--- config.mk ---
export PLATFORM = sky130hd
export DESIGN_NAME = pascal_like_lexer_unit
export DESIGN_NICKNAME = d
export VERILOG_FILES = /design/src/rtl/plex_pkg.sv /design/src/rtl/plex_fifo.sv /design/src/rtl/plex_scan.sv /design/src/rtl/pascal_like_lexer_unit.sv
export SDC_FILE = /design/constraint.sdc
export NUM_CORES = 1
export LEC_CHECK = 0
export ABC_AREA = 1
export BUFFER_PORTS_ARGS = -buffer_cell sky130_fd_sc_hd__buf_2
export CORE_ASPECT_RATIO = 1.75
export CORE_UTILIZATION = 39
export DETAILED_ROUTE_END_ITERATION = 8
export GPL_TIMING_DRIVEN = 0
export PLACE_DENSITY = 0.53
export SLEW_MARGIN = 20
export SYNTH_ARGS = -nofsm -noshare
export SYNTH_HDL_FRONTEND = slang
export SYNTH_HIERARCHICAL = 1
export SYNTH_SLANG_ARGS = --single-unit
--- constraint.sdc ---
create_clock -name clk -period 9.05 [get_ports clk]
set_clock_uncertainty 0.2 [all_clocks]
set_input_delay 1.3575 -clock clk [delete_from_list [all_inputs] [get_ports clk]]
set_output_delay 1.3575 -clock clk [all_outputs]
set_load 0.02 [all_outputs]
--- src/rtl/plex_pkg.sv ---
`default_nettype none
package plex_pkg;

	localparam int KeywordCharsDefault = 8;
	localparam int LineWidthDefault    = 20;
	localparam int KindW               = 6;
	localparam int LineOutW            = 20;

	typedef enum logic [3:0] {
		S_START, S_COMMENT, S_COLON, S_LESS, S_MORE, S_IDENT, S_INT,
		S_RPOINT, S_REAL, S_ESIGN, S_ENUM, S_EXP, S_STR, S_QUOTE,
		S_HASH, S_ESCNUM
	} scan_state_t;

	localparam logic [KindW-1:0] K_ATTR    = 6'd0;
	localparam logic [KindW-1:0] K_IDENT   = 6'd1;
	localparam logic [KindW-1:0] K_KW0     = 6'd2;
	localparam logic [KindW-1:0] K_INT     = 6'd24;
	localparam logic [KindW-1:0] K_REALN   = 6'd25;
	localparam logic [KindW-1:0] K_STRLIT  = 6'd26;
	localparam logic [KindW-1:0] K_POINT   = 6'd27;
	localparam logic [KindW-1:0] K_SEMI    = 6'd28;
	localparam logic [KindW-1:0] K_LBR     = 6'd29;
	localparam logic [KindW-1:0] K_RBR     = 6'd30;
	localparam logic [KindW-1:0] K_RBRACE  = 6'd31;
	localparam logic [KindW-1:0] K_PLUS    = 6'd32;
	localparam logic [KindW-1:0] K_MINUS   = 6'd33;
	localparam logic [KindW-1:0] K_MUL     = 6'd34;
	localparam logic [KindW-1:0] K_DIV     = 6'd35;
	localparam logic [KindW-1:0] K_EQ      = 6'd36;
	localparam logic [KindW-1:0] K_COMMA   = 6'd37;
	localparam logic [KindW-1:0] K_ASSIGN  = 6'd38;
	localparam logic [KindW-1:0] K_COLON   = 6'd39;
	localparam logic [KindW-1:0] K_LE      = 6'd40;
	localparam logic [KindW-1:0] K_NE      = 6'd41;
	localparam logic [KindW-1:0] K_LT      = 6'd42;
	localparam logic [KindW-1:0] K_GE      = 6'd43;
	localparam logic [KindW-1:0] K_GT      = 6'd44;
	localparam logic [KindW-1:0] K_ERROR   = 6'd45;
	localparam logic [KindW-1:0] K_EOF     = 6'd46;

	localparam int NumKw = 22;

	// Keyword text, eight characters, left aligned, zero padded.
	function automatic logic [63:0] kw_text(input logic [4:0] i);
		case (i)
			5'd0:  kw_text = {"BEGIN", 24'h0};
			5'd1:  kw_text = {"BOOLEAN", 8'h0};
			5'd2:  kw_text = {"COPY", 32'h0};
			5'd3:  kw_text = {"DO", 48'h0};
			5'd4:  kw_text = {"ELSE", 32'h0};
			5'd5:  kw_text = {"END", 40'h0};
			5'd6:  kw_text = {"FALSE", 24'h0};
			5'd7:  kw_text = {"FIND", 32'h0};
			5'd8:  kw_text = {"FORWARD", 8'h0};
			5'd9:  kw_text = "FUNCTION";
			5'd10: kw_text = {"IF", 48'h0};
			5'd11: kw_text = {"INTEGER", 8'h0};
			5'd12: kw_text = {"LENGTH", 16'h0};
			5'd13: kw_text = {"READLN", 16'h0};
			5'd14: kw_text = {"REAL", 32'h0};
			5'd15: kw_text = {"SORT", 32'h0};
			5'd16: kw_text = {"STRING", 16'h0};
			5'd17: kw_text = {"THEN", 32'h0};
			5'd18: kw_text = {"TRUE", 32'h0};
			5'd19: kw_text = {"VAR", 40'h0};
			5'd20: kw_text = {"WHILE", 24'h0};
			5'd21: kw_text = {"WRITE", 24'h0};
			default: kw_text = 64'h0;
		endcase
	endfunction

	function automatic logic [3:0] kw_len(input logic [4:0] i);
		case (i)
			5'd0: kw_len = 4'd5;   5'd1: kw_len = 4'd7;   5'd2: kw_len = 4'd4;
			5'd3: kw_len = 4'd2;   5'd4: kw_len = 4'd4;   5'd5: kw_len = 4'd3;
			5'd6: kw_len = 4'd5;   5'd7: kw_len = 4'd4;   5'd8: kw_len = 4'd7;
			5'd9: kw_len = 4'd8;   5'd10: kw_len = 4'd2;  5'd11: kw_len = 4'd7;
			5'd12: kw_len = 4'd6;  5'd13: kw_len = 4'd6;  5'd14: kw_len = 4'd4;
			5'd15: kw_len = 4'd4;  5'd16: kw_len = 4'd6;  5'd17: kw_len = 4'd4;
			5'd18: kw_len = 4'd4;  5'd19: kw_len = 4'd3;  5'd20: kw_len = 4'd5;
			5'd21: kw_len = 4'd5;
			default: kw_len = 4'd0;
		endcase
	endfunction

	// One queued word between the scanner and the output side.
	typedef struct packed {
		logic [KindW-1:0]    kind;
		logic [7:0]          ch;
		logic [LineOutW-1:0] line;
		logic                last;
	} res_t;

endpackage
`default_nettype wire

--- src/rtl/plex_fifo.sv ---
`default_nettype none
module plex_fifo
	import plex_pkg::*;
(
	input  wire logic clk,
	input  wire logic arst_n,
	input  wire logic wr_valid,
	output logic      wr_ready,
	input  wire res_t wr_data,
	output logic      rd_valid,
	input  wire logic rd_ready,
	output res_t      rd_data
);
	// Four-entry circular queue of result words.
	res_t       mem_q [4];
	logic [1:0] wp_q, rp_q;
	logic [2:0] cnt_q;
	logic       do_wr, do_rd;

	assign wr_ready = (cnt_q != 3'd4);
	assign rd_valid = (cnt_q != 3'd0);
	assign rd_data  = mem_q[rp_q];
	assign do_wr    = wr_valid && wr_ready;
	assign do_rd    = rd_valid && rd_ready;

	always_ff @(posedge clk) begin
		if (do_wr) begin
			mem_q[wp_q] <= wr_data;
		end
	end

	always_ff @(posedge clk or negedge arst_n) begin
		if (!arst_n) begin
			wp_q  <= 2'd0;
			rp_q  <= 2'd0;
			cnt_q <= 3'd0;
		end else begin
			if (do_wr) begin
				wp_q <= wp_q + 2'd1;
			end
			if (do_rd) begin
				rp_q <= rp_q + 2'd1;
			end
			cnt_q <= cnt_q + {2'd0, do_wr} - {2'd0, do_rd};
		end
	end

	assert property (@(posedge clk) disable iff (!arst_n) cnt_q <= 3'd4)
		else $error("queue count out of range");
	assert property (@(posedge clk) disable iff (!arst_n)
		(cnt_q == 3'd4) |-> !wr_ready)
		else $error("queue full but accepting");
	assert property (@(posedge clk) disable iff (!arst_n)
		(do_wr && !do_rd) |=> (cnt_q == $past(cnt_q) + 3'd1))
		else $error("queue count did not grow");
endmodule
`default_nettype wire

--- src/rtl/plex_scan.sv ---
`default_nettype none
module plex_scan
	import plex_pkg::*;
#(
	parameter int KEYWORD_CHARS = KeywordCharsDefault,
	parameter int LINE_WIDTH    = LineWidthDefault
) (
	input  wire logic       clk,
	input  wire logic       arst_n,
	input  wire logic       in_valid,
	output logic            in_ready,
	input  wire logic [7:0] source_byte,
	input  wire logic       end_of_input,
	output logic            q_valid,
	input  wire logic       q_ready,
	output res_t            q_data
);
	localparam int LenW = $clog2(KEYWORD_CHARS + 2);
	localparam int IdxW = $clog2(KEYWORD_CHARS);
	localparam logic [LenW-1:0] LenMax = LenW'(KEYWORD_CHARS + 1);
	localparam logic [LenW-1:0] LenKeep = LenW'(KEYWORD_CHARS);
	localparam logic [LINE_WIDTH-1:0] LineTop = '1;

	// Front stage: the accepted byte is held while its results, at most two,
	// are formed; pass 0 handles the byte, pass 1 the reprocessed byte.
	logic                  busy_q, pass_q;
	logic [7:0]            c_q;
	logic                  eof_q;
	scan_state_t           st_q;
	logic [7:0]            id_q [KEYWORD_CHARS];
	logic [LenW-1:0]       len_q;
	logic [8:0]            esc_q;
	logic [LINE_WIDTH-1:0] line_q;

	logic        dig, alp, und, spc, nl;
	logic        emit, reproc;
	logic [5:0]  kind;
	logic [7:0]  ch;
	scan_state_t st_n;
	logic        add_id, clr_id, set_esc, clr_esc;
	logic [8:0]  esc_n;
	logic [5:0]  id_kind;
	logic [7:0]  upc;
	logic [12:0] esc_mul;
	logic        step;

	always_comb begin
		dig = !eof_q && c_q >= "0" && c_q <= "9";
		alp = !eof_q && ((c_q >= "A" && c_q <= "Z") || (c_q >= "a" && c_q <= "z"));
		und = !eof_q && c_q == "_";
		spc = c_q == " " || (c_q >= 8'd9 && c_q <= 8'd13);
		nl  = !eof_q && c_q == 8'd10;
		upc = (c_q >= "a" && c_q <= "z") ? c_q - 8'd32 : c_q;
		esc_mul = {4'd0, esc_q} * 13'd10 + {5'd0, c_q[3:0]};
		esc_n = (esc_mul > 13'd256) ? 9'd256 : esc_mul[8:0];
	end

	// Keyword match over the stored identifier; entries beyond the length
	// are not compared.
	always_comb begin
		logic [63:0] t;
		logic        hit;
		id_kind = K_IDENT;
		for (int k = NumKw - 1; k >= 0; k--) begin
			t = kw_text(5'(k));
			hit = (len_q == LenW'(kw_len(5'(k))));
			for (int j = 0; j < 8; j++) begin
				if (j < KEYWORD_CHARS && 4'(j) < kw_len(5'(k))) begin
					hit = hit && (id_q[j] == t[63-8*j -: 8]);
				end
			end
			if (hit) begin
				id_kind = K_KW0 + 6'(k);
			end
		end
	end

	always_comb begin
		emit = 1'b0; reproc = 1'b0; kind = K_ATTR; ch = 8'd0; st_n = st_q;
		add_id = 1'b0; clr_id = 1'b0; set_esc = 1'b0; clr_esc = 1'b0;
		case (st_q)
			S_START: begin
				emit = 1'b1; st_n = S_START;
				if (eof_q) kind = K_EOF;
				else if (spc) emit = 1'b0;
				else if (alp || und) begin
					clr_id = 1'b1; add_id = 1'b1; ch = upc; st_n = S_IDENT;
				end else if (dig) begin ch = c_q; st_n = S_INT; end
				else begin
					case (c_q)
						"{": begin emit = 1'b0; st_n = S_COMMENT; end
						":": begin emit = 1'b0; st_n = S_COLON; end
						"<": begin emit = 1'b0; st_n = S_LESS; end
						">": begin emit = 1'b0; st_n = S_MORE; end
						"'": begin emit = 1'b0; st_n = S_STR; end
						".": kind = K_POINT;
						";": kind = K_SEMI;
						"(": kind = K_LBR;
						")": kind = K_RBR;
						"}": kind = K_RBRACE;
						"+": kind = K_PLUS;
						"-": kind = K_MINUS;
						"*": kind = K_MUL;
						"/": kind = K_DIV;
						"=": kind = K_EQ;
						",": kind = K_COMMA;
						default: kind = K_ERROR;
					endcase
				end
			end
			S_COMMENT: begin
				if (eof_q) begin emit = 1'b1; kind = K_ERROR; st_n = S_START; end
				else if (c_q == "}") st_n = S_START;
			end
			S_COLON: begin
				emit = 1'b1; st_n = S_START;
				if (!eof_q && c_q == "=") kind = K_ASSIGN;
				else begin kind = K_COLON; reproc = 1'b1; end
			end
			S_LESS: begin
				emit = 1'b1; st_n = S_START;
				if (!eof_q && c_q == "=") kind = K_LE;
				else if (!eof_q && c_q == ">") kind = K_NE;
				else begin kind = K_LT; reproc = 1'b1; end
			end
			S_MORE: begin
				emit = 1'b1; st_n = S_START;
				if (!eof_q && c_q == "=") kind = K_GE;
				else begin kind = K_GT; reproc = 1'b1; end
			end
			S_IDENT: begin
				emit = 1'b1;
				if (alp || dig || und) begin add_id = 1'b1; ch = upc; end
				else begin kind = id_kind; reproc = 1'b1; st_n = S_START; end
			end
			S_INT, S_REAL, S_EXP: begin
				emit = 1'b1;
				if (dig) ch = c_q;
				else if (st_q == S_INT && !eof_q && c_q == ".") begin
					ch = c_q; st_n = S_RPOINT;
				end else if (st_q != S_EXP && !eof_q && (c_q == "e" || c_q == "E")) begin
					ch = c_q; st_n = S_ESIGN;
				end else if (alp || und || (st_q != S_INT && !eof_q && c_q == ".")) begin
					kind = K_ERROR; st_n = S_START;
				end else begin
					kind = (st_q == S_INT) ? K_INT : K_REALN;
					reproc = 1'b1; st_n = S_START;
				end
			end
			S_RPOINT, S_ENUM: begin
				emit = 1'b1;
				if (dig) begin ch = c_q; st_n = (st_q == S_RPOINT) ? S_REAL : S_EXP; end
				else begin kind = K_ERROR; st_n = S_START; end
			end
			S_ESIGN: begin
				emit = 1'b1;
				if (dig) begin ch = c_q; st_n = S_EXP; end
				else if (!eof_q && (c_q == "+" || c_q == "-")) begin
					ch = c_q; st_n = S_ENUM;
				end else begin kind = K_ERROR; st_n = S_START; end
			end
			S_STR: begin
				if (eof_q || c_q <= 8'd31) begin
					emit = 1'b1; kind = K_ERROR; st_n = S_START;
				end else if (c_q == "'") st_n = S_QUOTE;
				else begin emit = 1'b1; ch = c_q; end
			end
			S_QUOTE: begin
				if (!eof_q && c_q == "#") begin clr_esc = 1'b1; st_n = S_HASH; end
				else if (!eof_q && c_q == "'") begin emit = 1'b1; ch = c_q; st_n = S_STR; end
				else begin emit = 1'b1; kind = K_STRLIT; reproc = 1'b1; st_n = S_START; end
			end
			S_HASH, S_ESCNUM: begin
				if (dig) begin set_esc = 1'b1; st_n = S_ESCNUM; end
				else if (st_q == S_ESCNUM && !eof_q && c_q == "'" &&
					esc_q >= 9'd1 && esc_q <= 9'd255) begin
					emit = 1'b1; ch = esc_q[7:0]; st_n = S_STR;
				end else begin emit = 1'b1; kind = K_ERROR; st_n = S_START; end
			end
			default: st_n = S_START;
		endcase
	end

	// A pass advances unless its result cannot be queued.
	assign step     = busy_q && (!emit || q_ready);
	assign in_ready = !busy_q || (step && !reproc);
	assign q_valid  = busy_q && emit;

	// Line seen by this pass: pass 1 and non-reprocessed passes see the
	// line after a newline; the pass that hands back its byte sees it before.
	// By pass 1 the count register already holds the line after.
	logic [LINE_WIDTH-1:0] line_inc, line_out;
	assign line_inc = (nl && line_q != LineTop) ? line_q + 1'b1 : line_q;
	assign line_out = (pass_q || reproc) ? line_q : line_inc;
	assign q_data.kind = kind;
	assign q_data.ch   = ch;
	assign q_data.line = LineOutW'(line_out);
	// A reprocessed pass 0 is followed by a result only if pass 1 emits;
	// that is resolved by looking ahead at the start state.
	logic p1_emits;
	always_comb begin
		p1_emits = 1'b1;
		if (!eof_q && (spc || c_q == "{" || c_q == ":" || c_q == "<" ||
			c_q == ">" || c_q == "'")) p1_emits = 1'b0;
	end
	assign q_data.last = !(reproc && !pass_q && p1_emits);

	always_ff @(posedge clk) begin
		if (in_valid && in_ready) begin
			c_q   <= source_byte;
			eof_q <= end_of_input;
		end
		if (step && add_id && (clr_id || len_q < LenKeep)) begin
			id_q[clr_id ? '0 : IdxW'(len_q)] <= ch;
		end
	end

	always_ff @(posedge clk or negedge arst_n) begin
		if (!arst_n) begin
			busy_q <= 1'b0;
			pass_q <= 1'b0;
			st_q   <= S_START;
			len_q  <= '0;
			esc_q  <= '0;
			line_q <= LINE_WIDTH'(1);
		end else begin
			if (step) begin
				st_q <= st_n;
				if (add_id) begin
					if (clr_id) len_q <= LenW'(1);
					else if (len_q < LenMax) len_q <= len_q + 1'b1;
				end
				if (clr_esc) esc_q <= '0;
				else if (set_esc) esc_q <= esc_n;
				if (reproc && !pass_q) begin
					pass_q <= 1'b1;
					line_q <= line_inc;
				end else begin
					pass_q <= 1'b0;
					if (!pass_q) line_q <= line_inc;
				end
			end
			if (in_valid && in_ready) busy_q <= 1'b1;
			else if (step && !(reproc && !pass_q)) busy_q <= 1'b0;
		end
	end

	assert property (@(posedge clk) disable iff (!arst_n)
		pass_q |-> busy_q && st_q == S_START)
		else $error("second pass outside start state");
	assert property (@(posedge clk) disable iff (!arst_n) len_q <= LenMax)
		else $error("identifier length overflow");
	assert property (@(posedge clk) disable iff (!arst_n) esc_q <= 9'd256)
		else $error("escape overflow");
	assert property (@(posedge clk) disable iff (!arst_n) line_q != '0)
		else $error("line count reached zero");
endmodule
`default_nettype wire

--- src/rtl/pascal_like_lexer_unit.sv ---
`default_nettype none
// A byte is registered in the scanner; its results are then registered in the queue.
// Throughput: one byte per cycle unless a result meets a full queue; a byte that ends
// a token is scanned again in a second pass. The single scanning unit sets this rate.
// Output words leave through a four-word queue, so a stall stops the scanner only when the queue is full.
// Reset (arst_n low, asynchronous) puts the scanner in its start state, line one,
// and empties the queue; identifier characters are not cleared.
module pascal_like_lexer_unit
	import plex_pkg::*;
#(
	parameter int KEYWORD_CHARS = KeywordCharsDefault,
	parameter int LINE_WIDTH    = LineWidthDefault
) (
	input  wire logic        clk,
	input  wire logic        arst_n,
	input  wire logic        in_valid,
	output logic             in_ready,
	input  wire logic [7:0]  source_byte,
	input  wire logic        end_of_input,
	output logic             out_valid,
	input  wire logic        out_ready,
	output logic [5:0]       item_kind,
	output logic [7:0]       char_value,
	output logic [19:0]      line_number,
	output logic             last_of_run
);
	// The scanner forms one word per cycle; the queue decouples it from
	// the consumer, so a stalled output only stops the scanner when full.
	logic q_valid, q_ready;
	res_t q_data, rd_data;

	plex_scan #(
		.KEYWORD_CHARS(KEYWORD_CHARS),
		.LINE_WIDTH(LINE_WIDTH)
	) u_scan (
		.clk(clk), .arst_n(arst_n),
		.in_valid(in_valid), .in_ready(in_ready),
		.source_byte(source_byte), .end_of_input(end_of_input),
		.q_valid(q_valid), .q_ready(q_ready), .q_data(q_data)
	);

	plex_fifo u_fifo (
		.clk(clk), .arst_n(arst_n),
		.wr_valid(q_valid), .wr_ready(q_ready), .wr_data(q_data),
		.rd_valid(out_valid), .rd_ready(out_ready), .rd_data(rd_data)
	);

	assign item_kind   = rd_data.kind;
	assign char_value  = rd_data.ch;
	assign line_number = rd_data.line;
	assign last_of_run = rd_data.last;
endmodule
`default_nettype wire

Yosys cells after proc, flatten, opt, wreduce, memory -nomap -nowiden
Memory sizes are Yosys's and may differ from the RTL's.
Cells that the tools add are included.
{ "totals": {"reg_bits": 55, "romBits": 0, "in_bits": 13, "ramBits": 204, "memories": 2, "wordCells": 471, "output_inout_bits": 37, "latchBits": 0} }
{ "classes": {"n_div": 0, "addsub": 8, "mux": 137, "eq_ne": 118, "magnitude_cmp": 14, "bitwise_logic": 0, "n_mul": 1, "n_reduce_logical": 180, "n_shift": 0} }
{ "mem_list": {"columns": ["memory", "words", "word_bits", "rd", "rd_clocked_by_memory_dff", "wr", "line_no", "rtl"], "rows": [
  ["u_fifo.mem_q", 4, 35, 1, 0, 1, "plex_fifo.sv:15", "res_t mem_q [4];"],
  ["u_scan.id_q", 8, 8, 8, 0, 1, "plex_scan.sv:30", "logic [7:0] id_q [KEYWORD_CHARS];"]
]} }
{ "op_table": {"columns": ["cell", "n"], "rows": [
  ["$eq A8 B7 Y1 const B", 70],
  ["$mux W6", 39],
  ["$pmux W6 S12", 2],
  ["$logic_and A1 B1 Y1", 139],
  ["$mux W8", 17],
  ["$eq A8 B6 Y1 const B", 16],
  ["$mux W4", 21],
  ["$mux W20", 4],
  ["$pmux W8 S8", 1],
  ["$pmux W4 S10", 1],
  ["$mux W1", 39],
  ["$eq A4 B4 Y1 const B", 9],
  ["$eq A4 B3 Y1 const B", 8],
  ["$mux W9", 3],
  ["$add A20 B1 Y20 const B", 1],
  ["$ne A20 B20 Y1 const B", 1],
  ["$pmux W4 S5", 1],
  ["$logic_or A1 B1 Y1", 18],
  ["$eq A4 B2 Y1 const B", 4],
  ["$ge A8 B7 Y1 const B", 2],
  ["$le A8 B7 Y1 const B", 2],
  ["$add A13 B4 Y13", 1],
  ["$gt A13 B9 Y1 const B", 1],
  ["$mul A9 B3 Y12 const B", 1],
  ["37 further kinds", 57]
]} }

Depth between registers and ports, before layout
Gate-level depths: netlist of the first run.
An unclocked memory read counts as a cell.
{ "depth": {"ltp_word": 31, "depth_mapped": 20, "mapped_depth_nobuf": 19} }

Modules after synthesis
The synthesis of the first run kept the hierarchy.
{ "modules_own_cells": {"columns": ["module", "seq_area_each_um2", "area_per_inst_um2", "cells_each", "n_inst"], "rows": [
  ["plex_scan", 3169.3, 8859.7, 1305, 1],
  ["plex_fifo", 4379.2, 5948.2, 499, 1]
]} }

Least setup slack after synthesis of the first run
Ideal clock, no wire load.
{ "synth_timing": {"kind": "register to register", "start": "reg u_scan.c_q[2]", "end": "mem u_fifo/mem_q[0][0] (netlist bit), enable pin", "setup_ns": 0.427, "path_slack_ns": 5.287, "required_ns": 8.423, "n_path_buf": 0, "synth_period_minus_slack_ns": 3.763, "stages_incl_launch_ff": 13, "arrival_ns": 3.135, "cell_sequence": "edfxtp_1 > nand2_2 > inv_1 > nand2_1 > nor2_1 > nor2_1 > nand2_1 > nor2_1 > nand2_1 > nand3_1 > and3_1 > nand2_1 > nor2_1"} }
{ "synth_between": {"elab_chain_len": 13, "word_cells_on_any_way": 44, "classes_between": "9 x order compare; 8 x eq/ne; 12 x mux; 15 x reduce/logical"} }
{ "synth_lines": {"columns": ["item", "line_no", "rtl"], "rows": [
  ["from (decl)", "plex_scan.sv:27", "logic [7:0] c_q;"],
  ["from (signal assigned)", "plex_scan.sv:210", "c_q <= source_byte;"],
  ["$ge A8 B7 Y1 or $le A8 B7 Y1 (tied branches)", "plex_scan.sv:49", "alp = !eof_q && ((c_q >= \"A\" && c_q <= \"Z\") || (c_q >= \"a\" && c_q <= \"z\"));"],
  ["$logic_and A1 B1 Y1", "plex_scan.sv:49", null],
  ["$logic_or A1 B1 Y1", "plex_scan.sv:49", null],
  ["$logic_and A1 B1 Y1", "plex_scan.sv:49", null],
  ["$logic_or A1 B1 Y1", "plex_scan.sv:86", "else if (alp || und) begin"],
  ["$mux W1", "plex_scan.sv:86", null],
  ["$mux W1", "plex_scan.sv:85", "else if (spc) emit = 1'b0;"],
  ["$mux W1", "plex_scan.sv:84", "if (eof_q) kind = K_EOF;"],
  ["$pmux W1 S6 *", "plex_scan.sv:81", "case (st_q)"],
  ["$logic_and A1 B1 Y1 *", "plex_scan.sv:187", "assign q_valid = busy_q && emit;"],
  ["via q_valid", "pascal_like_lexer_unit.sv:29", "logic q_valid, q_ready;"],
  ["$logic_and A1 B1 Y1 *", "plex_fifo.sv:23", "assign do_wr = wr_valid && wr_ready;"],
  ["$mux W1 *", "plex_fifo.sv:27", "if (do_wr) begin"],
  ["$mux W1 (implied by the code) *", "plex_fifo.sv:28", "mem_q[wp_q] <= wr_data;"],
  ["to (decl)", "plex_fifo.sv:15", null]
]} }
Mark *: on every way through the listed nets, which the timed path passes. The rest lies on a longest branch.

Worst setup path after layout of the first run
{ "layout_timing": {"start": "reg u_scan.c_q[2]", "end": "out in_ready"} }
{ "layout_between": {"elab_chain_len": 14, "word_cells_on_any_way": 71, "classes_between": "9 x order compare; 12 x eq/ne; 21 x mux; 29 x reduce/logical"} }
{ "layout_lines": {"columns": ["item", "line_no", "rtl"], "rows": [
  ["$ge A8 B7 Y1 or $le A8 B7 Y1 (tied branches)", "plex_scan.sv:49", null],
  ["$logic_and A1 B1 Y1", "plex_scan.sv:49", null],
  ["$logic_or A1 B1 Y1", "plex_scan.sv:49", null],
  ["$logic_and A1 B1 Y1", "plex_scan.sv:49", null],
  ["$logic_or A1 B1 Y1", "plex_scan.sv:86, plex_scan.sv:143", null],
  ["$logic_or A1 B1 Y1 or $mux W1 (tied branches)", "plex_scan.sv:143, plex_scan.sv:86", null],
  ["$mux W1, on equally long branches", "plex_scan.sv:143, plex_scan.sv:85", null],
  ["$mux W1, on equally long branches", "plex_scan.sv:141, plex_scan.sv:84", null],
  ["$mux W1 or $pmux W1 S6 (tied branches)", "plex_scan.sv:139, plex_scan.sv:81", null],
  ["$mux W1 or $logic_not A1 Y1 (tied branches)", "plex_scan.sv:138, plex_scan.sv:185", null],
  ["$pmux W1 S5 or $logic_or A1 B1 Y1 (tied branches)", "plex_scan.sv:81, plex_scan.sv:185", null],
  ["$logic_not A1 Y1 or $logic_and A1 B1 Y1 (tied branches)", "plex_scan.sv:186, plex_scan.sv:185", null],
  ["$logic_and A1 B1 Y1 *", "plex_scan.sv:186", "assign in_ready = !busy_q || (step && !reproc);"],
  ["$logic_or A1 B1 Y1 *", "plex_scan.sv:186", null],
  ["to (decl)", "pascal_like_lexer_unit.sv:17", "output logic in_ready,"]
]} }
Mark *: on every way between the ends. The rest lies on a longest branch, timed or not.

==> run metrics, run 1 <==
outcome finished clean; Avg Inst Size Synth between 8 and 9 sq um; Slew @ Worst Pin just over 1 ns; Placement Rows 94; Max-slew headroom about a third; first-pass GRT wire length between 70000 and 80000 um; Pre-antenna DRT Iters 5; placed insts between 2000 and 2500; CTS buffer count 27; CP dominant cell by count nand2_1; Worst IR Drop VDD 140.2 uV; Period Utilization, post-route between 50% and 60%; hpwl dp between 30000 and 40000 um; Worst EP arrival around 3.2 ns; die height 259.8 um; layout cells sized above 1 a little over a tenth; Worst Setup End Kind primary output; CTS root buf clkbuf_16; Final #Nets 1946; EDFF count, synth roughly 210; via count between 10000 and 15000; final antenna-violating net count 0; Netlist Area Pre-Place 14810 sq um; Yosys top cell area share 43.19%; PostCTS Resize Cnt 0; largest net degree at the start of global routing between 40 and 50; MaxCap Viol Count 0; synth warn 6; crit-path max FO 9; WL final roughly 47000 um; number of vias per cell ~5.2; share of flip-flops with an asynchronous set or reset between 15 and 20%; initial antenna violation count 0; Mapped Cells roughly 1800; deepest clock path buffer count 3; gr usage total between 20% and 30%; Max Fclk around 210 MHz; postcts setup bufs 0; Die Width 149.3 um; core footprint ~38000 sq um; CP Cell Sequence nand2_2 -> nor2_2 -> inv_1 -> a31oi_1 -> nand2_1 -> nand3_1 -> nand3b_1 -> nand2_2 -> inv_2 -> nand2_1 -> nand2_1 -> buf_2; Final Hold Vio Count 0; total negative slack 0 ns; Worst setup SP type flip-flop; ranking of synthesized cells by area edfxtp_1 43%, nand2_1 11%, dfrtp_1 7.6%; Worst path top cell family by delay simple AND/OR/NAND/NOR gates; sequential area share after synthesis 50.98%; P&R area growth vs syn 15.40%; CTS tree done; WS Path Type reg2out; DRT iter0 DRCs about 480; CP max-delay cell edfxtp_1; wire per inst 19.39 um; Main synth FF type edfxtp_1; Antenna diodes 0; max incr delay on CP between 0.6 and 0.7 ns; synthesized net count between 1500 and 2000; Leak roughly 7.2 nW; Clk Latency, worst-skew pair roughly 0.56 ns; Clock transition at path regs ~0.060 ns; PD cells around 310 nW/um^2; area leader, netlist edfxtp_1; final std cells w/o fill 2399; DRC 0; CTS H-tree lvls 1; Synth top cells by count 441 x nand2_1, 266 x nor2_1, 227 x inv_1; top-count cell post-synth nand2_1; WP buf/inv 3; fin crit period about 4.7 ns; FF+latch count, synth approximately 260; die area 38780 sq um; hold_buf cts 0; unrepaired setup endpoints after global routing no; Overflow after GRT 0; Slew Limit Fails 0; Distinct cells, synth between 40 and 50; num ports 50; Hold Crit Class reg2reg; setup violators final 0; Final GP Congestion between 0.9 and 1; Crit path required time 7.49 ns; vias in the first global route between 10000 and 15000; port buffer count 49; Sink Count between 200 and 300; initial core utilization roughly two fifths
logic make-up after synthesis:
family | count (synthesis) | share of synthesized area (%)
simple gates | 994 | 28.95
buf+inv | 282 | 7.926
flops | 259 | 50.98
compound gates | 204 | 7.267
fa+ha+maj | 35 | 3.109
xor+xnor | 30 | 1.774
area by class of cell:
type                    instances  area (sq um)
flip-flops and latches        259          7548
repair buffers                 65         495.5
fillers                      3732         20430
inverters                     241         904.6
plain buffers                  41         269.0
clock inverters                20         427.9
well taps                     480         600.6
clock buffers                  30         696.9
multi-input cells            1263          6146
placed cells by master, fill, tap and decap left out, drive strengths merged, types with 5 or more instances in the layout:
master	instances
a31oi	5
edfxtp	213
clkbuf	40
buf	96
xor2	24
clkinv	5
a21oi	38
nand2	453
nand3	115
inv	244
nor2	278
nand4	54
dfrtp	45
o211ai	7
nor4	20
o21ai	144
bufinv	12
ha	32
xnor2	6
nand3b	11
nor3	53
state kept, by name, summed over array words and instances, names as in the netlist, 2 cells and up:
name,cells
u_fifo/mem_q,140
u_scan/id_q,64
u_scan/line_q,20
u_scan/esc_q,9
u_scan/c_q,8
u_scan/len_q,4
u_scan/st_q,4
u_fifo/cnt_q,3
u_fifo/rp_q,2
u_fifo/wp_q,2
stage by stage:
| stage | total power, mW | area [sq um] | setup slack (ns) | util [%] | hold slack, ns |
|---|---|---|---|---|---|
| final | 5.361 | 17090 | 4.343 | 45.55 | 0.3083 |
| after global routing | 5.682 | 17090 | 4.095 | 45.55 | 0.3414 |
| after CTS | 5.432 | 17080 | 4.271 | 45.53 | 0.3125 |
| after detailed placement | 4.031 | 15960 | 4.865 | 42.54 | 0.2971 |
| after global placement | 3.922 | 15650 | 3.274 | 41.72 | 0.2717 |
| after floorplan | 3.155 | 14810 | 5.287 | - | 0.2608 |
worst paths after layout:
kind	cells past startpoint	slack, ns	end	start
min in group asynchronous	1	0.64	u_scan/line_q[14]	arst_n
min reg2reg	1	0.31	u_fifo/cnt_q[0]	u_fifo/cnt_q[0]
max	12	4.34	in_ready	u_scan/c_q[2]
min	1	0.31	u_fifo/cnt_q[0]	u_fifo/cnt_q[0]
max in group asynchronous	1	7.56	u_fifo/cnt_q[2]	arst_n
max reg2reg	10	5.12	u_scan/id_q[2][4]	u_scan/c_q[2]
worst reg2reg max path, cell delays in order, from the launching register on:
cell	delay, ns
edfxtp_1	0.64
nand2_2	0.22
nor2_2	0.18
inv_1	0.05
a31oi_1	0.46
inv_1	0.11
nor2_2	0.21
nand2_1	0.27
nand2_2	0.26
nand4_1	0.18
nor2_1	0.79
per-layer routing:
| layer | global-route usage [%] | part of all wire, % | vias up |
|---|---|---|---|
| li1 | - | - | 6186 |
| met1 | 22.88 | 34 | 5901 |
| met2 | 48.45 | 56 | 282 |
| met3 | 2.351 | 3.0 | 128 |
| met4 | 16.33 | 6.9 | 0 |
| met5 | 0 | 0 | - |
report_power, final:
part	total [mW]	switching (mW)	internal [mW]	leakage [nW]
registers	1.86	0.111	1.74	2.59
clock network	1.39	0.484	0.904	0.550
logic	2.12	1.52	0.598	4.08
total	5.36	2.11	3.25	7.22
Power figures use the tool's default switching activity.
==> run 2: changes to the inputs <==
--- a/config.mk
+++ b/config.mk
@@ -5,7 +5,7 @@
 export SDC_FILE = /design/constraint.sdc
 export NUM_CORES = 1
 export LEC_CHECK = 0
-export ABC_AREA = 1
+export ABC_AREA = 0
 export BUFFER_PORTS_ARGS = -buffer_cell sky130_fd_sc_hd__buf_2
 export CORE_ASPECT_RATIO = 1.75
 export CORE_UTILIZATION = 39
==> constraint.sdc (replaced) <==
create_clock -name clk -period 4.43 [get_ports clk]
set_clock_uncertainty 0.2 [all_clocks]
set_input_delay 0.6645 -clock clk [delete_from_list [all_inputs] [get_ports clk]]
set_output_delay 0.6645 -clock clk [all_outputs]
set_load 0.02 [all_outputs]
==> run metrics, run 2 <==
PD cells 563.3 nW/um^2 (+80%); CP Cell Sequence or3b_2 -> clkbuf_1 -> o31ai_2 -> o31a_1 -> o21ai_4 -> o21ai_1 -> buf_2; GR Util met1 23.05% (+0.17 points); Worst Setup End Kind primary output; Avg Inst Size Synth 12.67 sq um (+54%); share of flip-flops with an asynchronous set or reset 17.76% (unchanged); final std cells w/o fill 1639 (-32%); Area after DPL 14620 sq um (-8.4%); die area 35770 sq um (-7.8%); core footprint 34460 sq um (-8.2%); Largest Register u_fifo/mem_q; post-route cell area 15520 sq um (-9.2%); most used routing layer met2; number of vias per cell 5.891 (+13%); CTS tree done; Final GP Congestion 0.9771 (-0.51%); CTS root buf clkbuf_16; MaxCap Viol Count 0 (unchanged); Max Fclk ~230 MHz; fin crit period about 4.3 ns; largest net degree at the start of global routing 47 (unchanged); hpwl dp 30040 um (-18%); placed insts 1594 (-32%); synth warn 6 (unchanged); Worst EP arrival 3.46 ns (+0.31 ns); ranking of synthesized cells by area edfxtp_1 47%, dfrtp_1 8.3%, mux4_2 4.6%; Reg area 7548 sq um (unchanged); worst hold slack 0.08969 ns (-0.2186 ns); Worst IR Drop VDD 250.0 uV (+78%); M3 GR Usage 2.705% (+0.35 points); first-pass GRT wire length 60120 um (-15%); vias in the first global route 9927 (-21%); crit-path max FO 9 (unchanged); Largest register FFs 140 (unchanged); Mapped Cells 1077 (-40%); P&R area growth vs syn 13.72%; Die Width 143.4 um (-4.0%); final antenna-violating net count 0 (unchanged); Slew Limit Fails 0 (unchanged); EDFF count, synth 213 (unchanged); DRC 0 (unchanged); port buffer count 49 (unchanged); WP buf/inv 2 (-1); Clk Latency, worst-skew pair 0.55 ns (about the same); most common cell after layout, fill and taps aside edfxtp_1; wire per inst 24.39 um (+26%); Placement Rows 90 (-4.3%); sequential area share after synthesis 55.32% (+4.3 points); num ports 50 (unchanged); via count 9656 (-23%); WL final 39970 um (-14%); Sink Count 259 (unchanged); Pre-antenna DRT Iters 5 (unchanged); CTS buffer count 25 (-7.4%); initial antenna violation count 0 (unchanged); post-layout util 45.03% (-0.52 points); fill count 3228 (-14%); CP max-delay cell o31ai_2; Yosys top cell area share 46.88% (+3.7 points); gr usage total 22.84% (-1.5 points); initial core utilization 39.60% (+0.13 points); Clock transition at path regs 0.06 ns (about the same); Overflow after GRT 0 (unchanged); WS Path Type reg2out; synthesized net count 1125 (-39%); Worst path top cell family by delay compound AO/OA/AOI/OAI gates; CTS H-tree lvls 1 (unchanged); Final Hold Vio Count 0 (unchanged); commonest non-fill, non-tap cells in the layout 213 x edfxtp_1, 66 x buf_2, 64 x nor2_1; Distinct cells, synth 92 (+100%); largest registers u_fifo/mem_q (140), u_scan/id_q (64), u_scan/line_q (20); multi-input gate area in the final layout 5808 sq um (-5.5%); Hold Crit Class in2reg; FF+latch count, synth 259 (unchanged); Crit path required time 3.57 ns (-3.92 ns); DRT iter0 DRCs 621 (+30%); Final #Nets 1210 (-38%); Worst setup SP type flip-flop; outcome finished clean; postcts setup bufs 0 (unchanged); max incr delay on CP 0.61 ns (-0.03 ns); Period Utilization, post-route a little over nine tenths; unrepaired setup endpoints after global routing yes; top-count cell post-synth edfxtp_1; area leader, netlist edfxtp_1; layout cells sized above 1 16.71% (+6.2 points); Antenna diodes 0 (unchanged); setup violators final 0 (unchanged); Slew @ Worst Pin 1.088 ns (+0.07163 ns); M2 GR Usage 44.20% (-4.2 points); Reg2Reg Setup Slack 0.11 ns (-5.01 ns); Synth top cells by count 213 x edfxtp_1, 64 x nor2_1, 61 x nand2_1; deepest clock path buffer count 3 (unchanged); Main synth FF type edfxtp_1; Leak 5.502 nW (-24%); total negative slack 0 ns (unchanged); Max-slew headroom 26.49% (-5.7 points); Netlist Area Pre-Place 13640 sq um (-7.9%); die height 249.4 um (-4.0%)
[run 2: per-layer routing]
| layer | share of wire, % | up-vias |
|---|---|---|
| li1 | - | 4432 |
| met1 | 35 | 4811 |
| met2 | 56 | 293 |
| met3 | 3.4 | 120 |
| met4 | 5.7 | 0 |
| met5 | 0 | - |
[run 2: cells by family after synthesis]
logic type      Yosys count  synth area share [%]
buf+inv                  72                 2.824
mux                      41                 6.437
simple gates            450                 20.02
flops                   259                 55.32
compound gates          169                 8.748
xor+xnor                 51                 3.274
fa+ha+maj                35                 3.375
[run 2: power by group]
part | switching (mW) | internal [mW]
Combinational | 1.95 | 1.12
Clock | 0.925 | 1.28
Sequential | 0.188 | 3.27
[run 2: layout make-up]
cell class	instances	share of cell area, %
Buffer	43	1.790
Clock buffer	28	4.105
Clock inverter	16	1.306
Inverter	29	0.7016
Multi-Input combinational cell	746	37.43
Sequential cell	259	48.65
Tap cell	460	3.709
Timing Repair Buffer	58	2.306
[run 2: timing repair]
item	in CTS	in global routing
pin swaps	0	0
hold endpoints to repair	45	0
setup endpoints to repair	2	6
resized for setup	6	2
hold buffers	1	0
[run 2: path summary, 6_finish.rpt]
path,from,to,depth (start not counted)
min in group asynchronous,arst_n,u_fifo/rp_q[0],2
min,end_of_input,u_scan/eof_q,1
max,u_scan/c_q[6],in_ready,7
max in group asynchronous,arst_n,u_scan/esc_q[3],2
min reg2reg,u_scan/line_q[16],u_scan/line_q[16],1
max reg2reg,u_scan/c_q[6],u_scan/id_q[3][2],10
[run 2: stage by stage]
step                      total power, mW  worst slack (ns)
after global routing                9.168         -0.004588
after floorplan                     5.499            0.7899
after CTS                           8.841          0.001079
after detailed placement            6.613           -0.1021
final                               8.740            0.1034
after global placement              6.543           -0.6394
